<file path="src/bbr_pkg.sv">
package bbr_pkg;

	localparam int unsigned PIX_W             = 8;
	localparam int unsigned RADIUS_W          = 5;
	localparam int unsigned MAX_RADIUS_DEF    = 31;
	localparam int unsigned MAX_ROW_WIDTH_DEF = 4096;
	localparam int unsigned RECIP_W           = 32;
	localparam int unsigned RECIP_SHIFT       = 31;

	localparam logic [RADIUS_W-1:0] RADIUS_RESET = RADIUS_W'(1);

	// Per-request side information that travels with the window address pair.
	typedef struct packed {
		logic row_last;
		logic run_last;
		logic lo_zero;
	} bbr_flags_t;

endpackage

</file>
<file path="src/bbr_avg_pipe.sv">
module bbr_avg_pipe #(
	parameter int unsigned MAX_RADIUS = bbr_pkg::MAX_RADIUS_DEF
) (
	input  logic                                        clk,
	input  logic                                        arst_n,
	input  logic                                        wr_en,
	input  logic [$clog2(2*MAX_RADIUS+3)-1:0]           wr_addr,
	input  logic [$clog2((2*MAX_RADIUS+1)*255+1)-1:0]   wr_data,
	input  logic                                        in_valid,
	output logic                                        in_ready,
	input  logic [$clog2(2*MAX_RADIUS+3)-1:0]           rd_hi_addr,
	input  logic [$clog2(2*MAX_RADIUS+3)-1:0]           rd_lo_addr,
	input  logic [$clog2(MAX_RADIUS+1)-1:0]             lcnt,
	input  logic [$clog2(MAX_RADIUS+1)-1:0]             rcnt,
	input  logic [bbr_pkg::PIX_W-1:0]                   first_pix,
	input  logic [bbr_pkg::PIX_W-1:0]                   newest_pix,
	input  logic [$clog2(MAX_RADIUS+1)-1:0]             radius,
	input  bbr_pkg::bbr_flags_t                         flags,
	output logic                                        m_tvalid,
	input  logic                                        m_tready,
	output logic [7:0]                                  m_tdata,  // [7:0] blurred
	output logic                                        m_tlast,  // row_last
	output logic                                        m_tuser   // run_last
);

	localparam int unsigned RW     = $clog2(MAX_RADIUS+1);
	localparam int unsigned SUM_W  = $clog2((2*MAX_RADIUS+1)*255+1);
	localparam int unsigned AW     = $clog2(2*MAX_RADIUS+3);
	localparam int unsigned DEPTH  = 2**AW;
	localparam int unsigned PROD_W = SUM_W + bbr_pkg::RECIP_W;

	// Prefix sums of the current row: entry q mod DEPTH holds pixels 0..q, summed modulo 2^SUM_W.
	logic [SUM_W-1:0] mem [DEPTH];

	logic                      valid_s1, valid_s2, valid_s3;
	logic                      rdy1, rdy2, rdy3, ld1;
	logic [SUM_W-1:0]          hi_s1, lo_s1;
	logic [RW-1:0]             lcnt_s1, rcnt_s1, r_s1, r_s2;
	logic [bbr_pkg::PIX_W-1:0] first_s1, newest_s1;
	bbr_pkg::bbr_flags_t       flags_s1, flags_s2, flags_s3;
	logic [SUM_W-1:0]          sum_c, sum_s2;
	logic [bbr_pkg::RECIP_W-1:0] recip_tab [2**RW];
	logic [PROD_W-1:0]         prod_c;
	logic [7:0]                blurred_s3;

	// Reciprocal of each window span, rounded up, as a constant table.
	for (genvar i = 0; i < 2**RW; i++) begin : g_recip
		localparam logic [63:0] RECIP_V =
			((64'd1 << bbr_pkg::RECIP_SHIFT) + 64'(2*i)) / 64'(2*i+1);
		assign recip_tab[i] = RECIP_V[bbr_pkg::RECIP_W-1:0];
	end

	assign rdy3     = !valid_s3 || m_tready;
	assign rdy2     = !valid_s2 || rdy3;
	assign rdy1     = !valid_s1 || rdy2;
	assign in_ready = rdy1;
	assign ld1      = in_valid && rdy1;

	always_ff @(posedge clk) begin
		if (wr_en) begin
			mem[wr_addr] <= wr_data;
		end
		if (ld1) begin
			hi_s1 <= mem[rd_hi_addr];
			lo_s1 <= mem[rd_lo_addr];
		end
	end

	always_ff @(posedge clk) begin
		if (ld1) begin
			lcnt_s1   <= lcnt;
			rcnt_s1   <= rcnt;
			first_s1  <= first_pix;
			newest_s1 <= newest_pix;
			r_s1      <= radius;
			flags_s1  <= flags;
		end
		if (rdy2 && valid_s1) begin
			sum_s2   <= sum_c;
			r_s2     <= r_s1;
			flags_s2 <= flags_s1;
		end
		if (rdy3 && valid_s2) begin
			blurred_s3 <= prod_c[bbr_pkg::RECIP_SHIFT +: 8];
			flags_s3   <= flags_s2;
		end
	end

	always_ff @(posedge clk or negedge arst_n) begin
		if (!arst_n) begin
			valid_s1 <= 1'b0;
			valid_s2 <= 1'b0;
			valid_s3 <= 1'b0;
		end else begin
			if (rdy1) begin
				valid_s1 <= in_valid;
			end
			if (rdy2) begin
				valid_s2 <= valid_s1;
			end
			if (rdy3) begin
				valid_s3 <= valid_s2;
			end
		end
	end

	// Clamped copies of the edge pixels plus the span of stored pixels in the window.
	always_comb begin
		sum_c = SUM_W'(lcnt_s1) * SUM_W'(first_s1)
			+ SUM_W'(rcnt_s1) * SUM_W'(newest_s1)
			+ hi_s1
			- (flags_s1.lo_zero ? '0 : lo_s1);
	end

	assign prod_c = sum_s2 * recip_tab[r_s2];

	assign m_tvalid = valid_s3;
	assign m_tdata  = blurred_s3;
	assign m_tlast  = flags_s3.row_last;
	assign m_tuser  = flags_s3.run_last;

	a_sum_range: assert property (@(posedge clk) disable iff (!arst_n)
		valid_s2 |-> 32'(sum_s2) <= (32'(r_s2) * 32'd2 + 32'd1) * 32'd255)
		else $error("window sum exceeds the span times full scale");

	a_row_last_ends_run: assert property (@(posedge clk) disable iff (!arst_n)
		valid_s3 && flags_s3.row_last |-> flags_s3.run_last)
		else $error("row end output is not the last output of its request");

endmodule

</file>
<file path="src/box_blur_row_pass_unit.sv">
// Channel   Dir  Handshake             Payload
// s_*       in   s_tvalid / s_tready   tdata[7:0] pixel, tlast row_end
// m_*       out  m_tvalid / m_tready   tdata[7:0] blurred, tlast row_last, tuser run_last
// cfg_*     in   cfg_valid / cfg_ready cfg_data[4:0] radius
//
// One pixel request is taken per cycle while each gives at most one output and issue does
// not stall; a request that drains a row end or follows a radius decrease holds s_tready
// low through its extra outputs (up to MAX_RADIUS), as the prefix-sum memory issues one per cycle unless stalled.
// Each issued output passes through the three result stages; m_tready low stalls the three result
// stages, and issue stalls once they are all full.
// Reset clears the row position, counters and valid bits; radius resets to 1.
module box_blur_row_pass_unit #(
	parameter int unsigned MAX_RADIUS    = bbr_pkg::MAX_RADIUS_DEF,
	parameter int unsigned MAX_ROW_WIDTH = bbr_pkg::MAX_ROW_WIDTH_DEF
) (
	input  logic                          clk,
	input  logic                          arst_n,
	input  logic                          s_tvalid,
	output logic                          s_tready,
	input  logic [7:0]                    s_tdata,   // [7:0] pixel
	input  logic                          s_tlast,   // row_end
	output logic                          m_tvalid,
	input  logic                          m_tready,
	output logic [7:0]                    m_tdata,   // [7:0] blurred
	output logic                          m_tlast,   // row_last
	output logic                          m_tuser,   // run_last
	input  logic                          cfg_valid,
	output logic                          cfg_ready,
	input  logic [bbr_pkg::RADIUS_W-1:0]  cfg_data   // radius
);

	localparam int unsigned RW    = $clog2(MAX_RADIUS+1);
	localparam int unsigned PW    = $clog2(MAX_ROW_WIDTH);
	localparam int unsigned EW    = $clog2(MAX_ROW_WIDTH+1);
	localparam int unsigned CW    = ((EW > RW) ? EW : RW) + 2;
	localparam int unsigned NW    = $clog2(MAX_RADIUS+2);
	localparam int unsigned SUM_W = $clog2((2*MAX_RADIUS+1)*255+1);
	localparam int unsigned AW    = $clog2(2*MAX_RADIUS+3);

	logic [bbr_pkg::RADIUS_W-1:0] radius_q;
	logic                         busy_q, last_q;
	logic [PW-1:0]                p_q, nrp_q;
	logic [EW-1:0]                e_q;
	logic [NW-1:0]                n_q;
	logic [RW-1:0]                r_q, r_sat;
	logic [bbr_pkg::PIX_W-1:0]    first_q, newest_q, pix;
	logic [SUM_W-1:0]             prefix_q, prefix_new;

	logic          accept, last_in, c_now, c_next, issue, finishing, pipe_ready;
	logic [CW-1:0] e_c, p_c, r_c, n_c, cap_c, hi_raw, hi_c, lo_m1, pos_c;
	logic [RW-1:0] lcnt, rcnt;
	bbr_pkg::bbr_flags_t flags;

	assign cfg_ready = !busy_q;

	always_ff @(posedge clk or negedge arst_n) begin
		if (!arst_n) begin
			radius_q <= bbr_pkg::RADIUS_RESET;
		end else if (cfg_valid && cfg_ready) begin
			radius_q <= cfg_data;
		end
	end

	assign r_sat = (8'(radius_q) > 8'(MAX_RADIUS)) ? RW'(MAX_RADIUS) : RW'(radius_q);

	assign pix     = s_tdata[bbr_pkg::PIX_W-1:0];
	assign accept  = s_tvalid && s_tready;
	assign last_in = s_tlast || (nrp_q == PW'(MAX_ROW_WIDTH-1));
	assign pos_c   = CW'(nrp_q);
	assign prefix_new = ((nrp_q == '0) ? '0 : prefix_q) + SUM_W'(pix);

	assign e_c   = CW'(e_q);
	assign p_c   = CW'(p_q);
	assign r_c   = CW'(r_q);
	assign n_c   = CW'(n_q);
	assign cap_c = CW'(MAX_RADIUS+1);

	// Outputs wait until the right end of their window has arrived, except at row end.
	assign c_now  = (e_c <= p_c) && (last_q || (e_c + r_c <= p_c)) && (n_c < cap_c);
	assign c_next = (e_c + CW'(1) <= p_c) && (last_q || (e_c + CW'(1) + r_c <= p_c))
		&& (n_c + CW'(1) < cap_c);

	assign issue     = busy_q && c_now && pipe_ready;
	assign finishing = busy_q && (!c_now || (issue && !c_next));
	assign s_tready  = !busy_q || finishing;

	always_comb begin
		hi_raw = e_c + r_c;
		hi_c   = (hi_raw > p_c) ? p_c : hi_raw;
		rcnt   = (hi_raw > p_c) ? RW'(hi_raw - p_c) : '0;
		lcnt   = (e_c < r_c) ? RW'(r_c - e_c) : '0;
		lo_m1  = e_c - r_c - CW'(1);
		flags.lo_zero  = (e_c <= r_c);
		flags.row_last = last_q && (e_c == p_c);
		flags.run_last = !c_next;
	end

	always_ff @(posedge clk or negedge arst_n) begin
		if (!arst_n) begin
			busy_q <= 1'b0;
			last_q <= 1'b0;
			p_q    <= '0;
			nrp_q  <= '0;
			e_q    <= '0;
			n_q    <= '0;
			r_q    <= '0;
		end else begin
			if (finishing && last_q) begin
				e_q <= '0;
			end else if (issue) begin
				e_q <= EW'(e_q + 1'b1);
			end
			if (accept) begin
				busy_q <= 1'b1;
				last_q <= last_in;
				p_q    <= nrp_q;
				nrp_q  <= last_in ? '0 : PW'(nrp_q + 1'b1);
				n_q    <= '0;
				r_q    <= r_sat;
			end else begin
				if (finishing) begin
					busy_q <= 1'b0;
				end
				if (issue) begin
					n_q <= NW'(n_q + 1'b1);
				end
			end
		end
	end

	always_ff @(posedge clk) begin
		if (accept) begin
			prefix_q <= prefix_new;
			newest_q <= pix;
			if (nrp_q == '0) begin
				first_q <= pix;
			end
		end
	end

	bbr_avg_pipe #(
		.MAX_RADIUS (MAX_RADIUS)
	) u_pipe (
		.clk        (clk),
		.arst_n     (arst_n),
		.wr_en      (accept),
		.wr_addr    (pos_c[AW-1:0]),
		.wr_data    (prefix_new),
		.in_valid   (busy_q && c_now),
		.in_ready   (pipe_ready),
		.rd_hi_addr (hi_c[AW-1:0]),
		.rd_lo_addr (lo_m1[AW-1:0]),
		.lcnt       (lcnt),
		.rcnt       (rcnt),
		.first_pix  (first_q),
		.newest_pix (newest_q),
		.radius     (r_q),
		.flags      (flags),
		.m_tvalid   (m_tvalid),
		.m_tready   (m_tready),
		.m_tdata    (m_tdata),
		.m_tlast    (m_tlast),
		.m_tuser    (m_tuser)
	);

	// The memory depth relies on no more than MAX_RADIUS+1 outputs ever pending.
	a_pending_bound: assert property (@(posedge clk) disable iff (!arst_n)
		busy_q |-> (e_c + cap_c > p_c))
		else $error("pending outputs exceed the window memory reach");

	a_row_drained: assert property (@(posedge clk) disable iff (!arst_n)
		busy_q && last_q && !c_now |-> (e_c == p_c + CW'(1)))
		else $error("row ended with outputs still pending");

	a_count_cap: assert property (@(posedge clk) disable iff (!arst_n)
		busy_q |-> (n_c <= cap_c))
		else $error("too many outputs issued for one request");

endmodule

</file>
<file path="config.mk">
export PLATFORM = sky130hd
export DESIGN_NAME = box_blur_row_pass_unit
export DESIGN_NICKNAME = d
export VERILOG_FILES = /design/src/bbr_pkg.sv /design/src/bbr_avg_pipe.sv /design/src/box_blur_row_pass_unit.sv
export SDC_FILE = /design/constraint.sdc
export NUM_CORES = 2
export LEC_CHECK = 0
export BUFFER_PORTS_ARGS = -buffer_cell sky130_fd_sc_hd__buf_2
export CORE_UTILIZATION = 60
export CTS_BUF_LIST = sky130_fd_sc_hd__clkbuf_8
export DETAILED_ROUTE_END_ITERATION = 8
export PLACE_DENSITY = 0.76
export SYNTH_ARGS = -nofsm -noshare
export SYNTH_HDL_FRONTEND = slang
export SYNTH_SLANG_ARGS = --single-unit
</file>
<file path="constraint.sdc">
create_clock -name clk -period 12.5 [get_ports clk]
set_input_delay 1.875 -clock clk [delete_from_list [all_inputs] [get_ports clk]]
set_output_delay 1.875 -clock clk [all_outputs]
set_load 0.005 [all_outputs]
</file>
Word-level counts from Yosys, hierarchy flattened
Memories as Yosys holds them, arrays and structs flattened. A register that Yosys moved wholly into a read port is not among the register bits.
Cells that the tools add are included.
Widths: inputs -> output; s select.
{ "classes": {"n_mux": 14, "bitwise_logic": 1, "n_reduce_logical": 33, "order_cmp": 10, "mul": 3, "eq_ne": 2, "addsub": 15, "div_mod_pow": 0, "shift": 0} }
{ "op_table": {"columns": ["operator", "count"], "rows": [
  ["$mux 32", 2],
  ["$mul 14x32->39", 1],
  ["$le 14x12->1", 2],
  ["$mux 14", 2],
  ["$mul 5x8->13", 2],
  ["$mux 13", 2],
  ["$add 14x5->15", 1],
  ["$le 15x12->1", 1],
  ["$add 13x1->14 const B", 1],
  ["$add 13x13->14", 1],
  ["$add 13x5->14", 1],
  ["$add 14x14->14", 1],
  ["$add 14x8->14", 1],
  ["$gt 14x12->1", 1],
  ["$logic_and 1x1->1", 14],
  ["$sub 14x14->14", 1],
  ["$add 13x1->13 const B", 1],
  ["$eq 13x12->1", 1],
  ["$le 13x12->1", 1],
  ["$le 13x5->1", 1],
  ["$lt 13x5->1", 1],
  ["$add 12x1->12 const B", 1],
  ["$eq 12x12->1 const B", 1],
  ["$logic_not 12->1", 1],
  ["other kinds (17)", 36]
]} }
{ "word_totals": {"output_inout_bits": 13, "mem_bits_ro": 1024, "memories": 2, "wordCells": 109, "input_bits": 19, "latch_bits": 0, "ff_bits": 153, "ram_bits": 1792} }
{ "mem_list": {"columns": ["memory", "depth", "width", "rd", "rd_clocked_by_memory_dff", "wr", "line_no", "text"], "rows": [
  ["u_pipe.mem", 128, 14, 2, 2, 1, "bbr_avg_pipe.sv:33", "logic [SUM_W-1:0] mem [DEPTH];"],
  ["(no name shown)", 32, 32, 1, 0, 0, "bbr_avg_pipe.sv:115", "assign prod_c = sum_s2 * recip_tab[r_s2];"]
]} }

Longest topological paths before layout
{ "logic_depth": {"word_depth": 14, "ltp_mapped": 32, "ltp_nobuf": 30} }

Modules after synthesis
A second synthesis with hierarchy kept.
{ "unflattened": {"cells_unflattened": 6184, "area_unflattened_um2": 108416.5} }
{ "by_module_without_submodules": {"columns": ["module", "cells_each", "area_per_inst_um2", "instances", "seq_area_each_um2"], "rows": [
  ["bbr_avg_pipe", 5433, 101539.9, 1, 56679.4],
  ["box_blur_row_pass_unit", 751, 6876.6, 1, 2278.4]
]} }

Worst setup path before layout
No wires, ideal clock.
{ "synth_path": {"kind": "input to register", "startpoint": "in s_tdata[1]", "endpoint": "reg prefix_q[11], data pin", "cell_stages": 11, "path_buffers": 0, "slack_ns": 2.635, "arrival_ns": 8.616, "path_cell_list": "ha_1 a21o_1 a21oi_1 o21bai_1 a21oi_1 o21bai_1 a21oi_1 nor2b_1 o21bai_1 o21ai_0 a21boi_0"} }
{ "synth_via": {"elab_chain_len": 1} }
{ "synth_rtl": {"columns": ["item", "line_no", "text"], "rows": [
  ["start: declaration", "box_blur_row_pass_unit.sv:20", "input logic [7:0] s_tdata,"],
  ["$add 14x8->14", "box_blur_row_pass_unit.sv:70", "assign prefix_new = ((nrp_q == '0) ? '0 : prefix_q) + SUM_W'(pix);"],
  ["via prefix_new[11]", "box_blur_row_pass_unit.sv:47", "logic [SUM_W-1:0] prefix_q, prefix_new;"],
  ["end signal: assignment", "box_blur_row_pass_unit.sv:133", "prefix_q <= prefix_new;"],
  ["end: declaration", "box_blur_row_pass_unit.sv:47", null]
]} }
The timed path passes the listed nets, and every way through them passes these cells.
A chain may end at the register's enable or synchronous reset.

Final worst setup path
{ "layout_path": {"startpoint": "reg u_pipe.r_s2[1]", "endpoint": "reg u_pipe.blurred_s3[4], in the netlist u_pipe.m_tdata[4], data pin"} }
{ "layout_via": {"elab_chain_len": 5} }
{ "layout_rtl": {"columns": ["item", "line_no", "text"], "rows": [
  ["start: declaration", "bbr_avg_pipe.sv:38", "logic [RW-1:0] lcnt_s1, rcnt_s1, r_s1, r_s2;"],
  ["start signal: assignment", "bbr_avg_pipe.sv:80", "r_s2 <= r_s1;"],
  ["$not 5->6 (not written as such)", "bbr_avg_pipe.sv:115", null],
  ["$mem_v2 32x32", null, null],
  ["$mux 32 (not written as such) (2 in series)", "bbr_avg_pipe.sv:115", null],
  ["$mul 14x32->39", "bbr_avg_pipe.sv:115", null],
  ["via u_pipe.prod_c[35]", "bbr_avg_pipe.sv:43", "logic [PROD_W-1:0] prod_c;"],
  ["end signal: assignment", "bbr_avg_pipe.sv:84", "blurred_s3 <= prod_c[bbr_pkg::RECIP_SHIFT +: 8];"],
  ["end: declaration", "bbr_avg_pipe.sv:44", "logic [7:0] blurred_s3;"]
]} }
The timed path passes the listed nets, and every way through them passes these cells. The select of a mux whose other input is x is not followed.

==> flow_summary.toml <==
[synth]
yosysTopAreaCell = "edfxtp_1"
netlist_top_cells_area = "edfxtp_1 (52%), mux4_2 (12%), fa_1 (7.5%)"
seq_area_frac_synth_pct = 53.6
ys_seq_elements = 1973
syn-num-nets = 8422
synth-edff-count = 1915
synth_cell_type_count = 77
synth.top_cell.area_share_pct = 52.2
syn_area_um2 = 110000
syn_inst = 7782
synthArstFlopShare_pct = 2.94
ys.flop_type = "edfxtp_1"
avgSynthCellArea_um2 = 14.1
ys_top_cells_by_count = "edfxtp_1 (1915), nand2_1 (895), mux4_2 (592)"
ys.warnings.count = 0
yosysMostFrequentCell = "edfxtp_1"

[worst_setup_path]
crit_required_ns = 13.30
crit_path_end_kind = "register"
cp-start-kind = "register"
cp.arrival_ns = 9.65
crit_type = "reg -> reg"
cp_slowest_stage_delay_ns = 0.74
critPathTopFamily = "adder cells"
cp_max_fo = 18
critical_path_buf_inv_count = 6
critPathLaunch = "u_pipe.r_s2[1]"
reg2reg_from = "u_pipe.r_s2[1]"
slowest_stage = "a221oi_1"

[die]
ios = 32
core_um2 = 182000
start_util_pct = 60.6
die_x_um = 430
rows = 156
die-area_um2 = 185000
fp.dieH_um = 430

[cts]
cts_hold_buf = 0
cts_setup_buffers = 0
cts_root_buf = "clkbuf_8"
cts_resized = 0
cts.clk_slew.worst_paths_ns = 0.06
cts_buffers = 333
cts_sinks = 1973
cts_htree_levels = 5
cts_buffer_depth = 4
cts_tree = "built"
clock_latency_ns = 1.08

[job]
drv_cap = 0

[global_route]
grt_max_degree = 169
grt_pass1_wl_mm = 483
antenna_found_initial = 26
track_usage_pct = 35.8
grt_pass1_vias = 74028
overflow = 0

[timing]
maxSlewHeadroom_pct = 11.5
period_share_pct = 70.7
worst_slew_pin_slew_ns = 1.32
fin_skew_ns = 0.0846
hold_violations = 0
slew_violations = 0
rsz0062_at_grt = "no"
finalCriticalPeriod_ns = 8.84
max_freq_mhz = 113
setup-tns-final_ns = 0
setup_viol_count_final = 0
holdWs_ns = 0.402

[place]
place_area_um2 = 114000
dp.final_hpwl_mm = 207
gp_congestion = 0.955
port_buffers = 31

[min_path]
hp-class = "reg -> reg"
worstHoldStart = "first_q[0]"

[route]
wl_mm = 332
drc = 0
num_vias = 74049
ant_nets = 0
drt_iter0_markers = 10704
wl_per_cell_um = 31.6
avgViaCountPerCell = 7.06
drt_first_pass_iters = 8

[cells_and_area]
fin_area_um2 = 119000
drive_gt1_share_pct = 18.2
fin_nets = 8528
area_growth_pct = 8.55
final_core_util_pct = 65.8

[outcome]
status = "finished, final reports clean"
[cell usage in the layout (no fill, tap or decap), types with 196 or more instances in the layout]
master,n
mux4_2,592
and2_1,205
buf_4,265
clkbuf_8,342
ha_1,205
inv_1,554
fa_1,413
o221ai_1,196
edfxtp_1,1915
mux2i_1,512
nor2_1,270
nand2_1,895
[registers in the layout, indices dropped and copies added, names as in the netlist, 12 cells and up]
| register | cells |
|---|---|
| u_pipe.mem | 1792 |
| p_q | 12 |
| u_pipe.lo_s1 | 14 |
| u_pipe.hi_s1 | 14 |
| prefix_q | 14 |
| e_q | 13 |
| u_pipe.sum_s2 | 14 |
| nrp_q | 12 |
[per-layer routing]
metal  global-route usage, %  share of wire, %  vias up
met5                   0.286             0.037        -
met1                    45.9                34    37195
li1                        -                 -    29811
met4                    21.6               6.9       20
met3                    11.9                14     1250
met2                    53.3                45     5773
[metrics by stage]
step / worst slack, ns / std cells
2_1_floorplan: 2.63 / 7782
3_3_place_gp: 3.78 / 9923
3_5_place_dp: 3.78 / 9923
6_report: 3.66 / 10494
4_1_cts: 3.74 / 10482
5_1_grt: 3.18 / 10485
[layout make-up]
class | count | area, um^2
clock inverters | 217 | 1160
clock buffers | 342 | 4710
fillers | 12478 | 62000
diodes | 12 | 30.0
flip-flops and latches | 1973 | 59000
multi-input cells | 4792 | 47400
inverters | 476 | 1790
well taps | 2370 | 2970
repair buffers | 312 | 2460
[logic make-up (layout without fill, tap and decap cells)]
group | count (synthesis) | count (layout) | synth area share, %
buffers and inverters | 1017 | 1347 | 3.78
muxes | 1182 | 1182 | 17.6
DFF | 1973 | 1973 | 53.6
adders and majority gates | 621 | 621 | 9.88
other | 0 | 12 | 0
xor gates and xnor gates | 104 | 104 | 0.828
AOI/OAI and AO/OA | 1026 | 1026 | 6.60
and+or+nand+nor | 1859 | 1859 | 7.78
[final timing paths]
kind / end / slack, ns / cells after the start
worst max-delay path: u_pipe.m_tdata[4] / 3.66 / 28
worst min-delay path: u_pipe.first_s1[0] / 0.40 / 0
worst max register to register: u_pipe.m_tdata[4] / 3.66 / 28
worst min register to register: u_pipe.first_s1[0] / 0.40 / 0
max in group asynchronous: n_q[3] / 10.91 / 2
min in group asynchronous: u_pipe.m_tvalid / 0.99 / 2
Power is not shown: default switching activity piles up to over one toggle a cycle in this logic, so the estimate is an artifact.
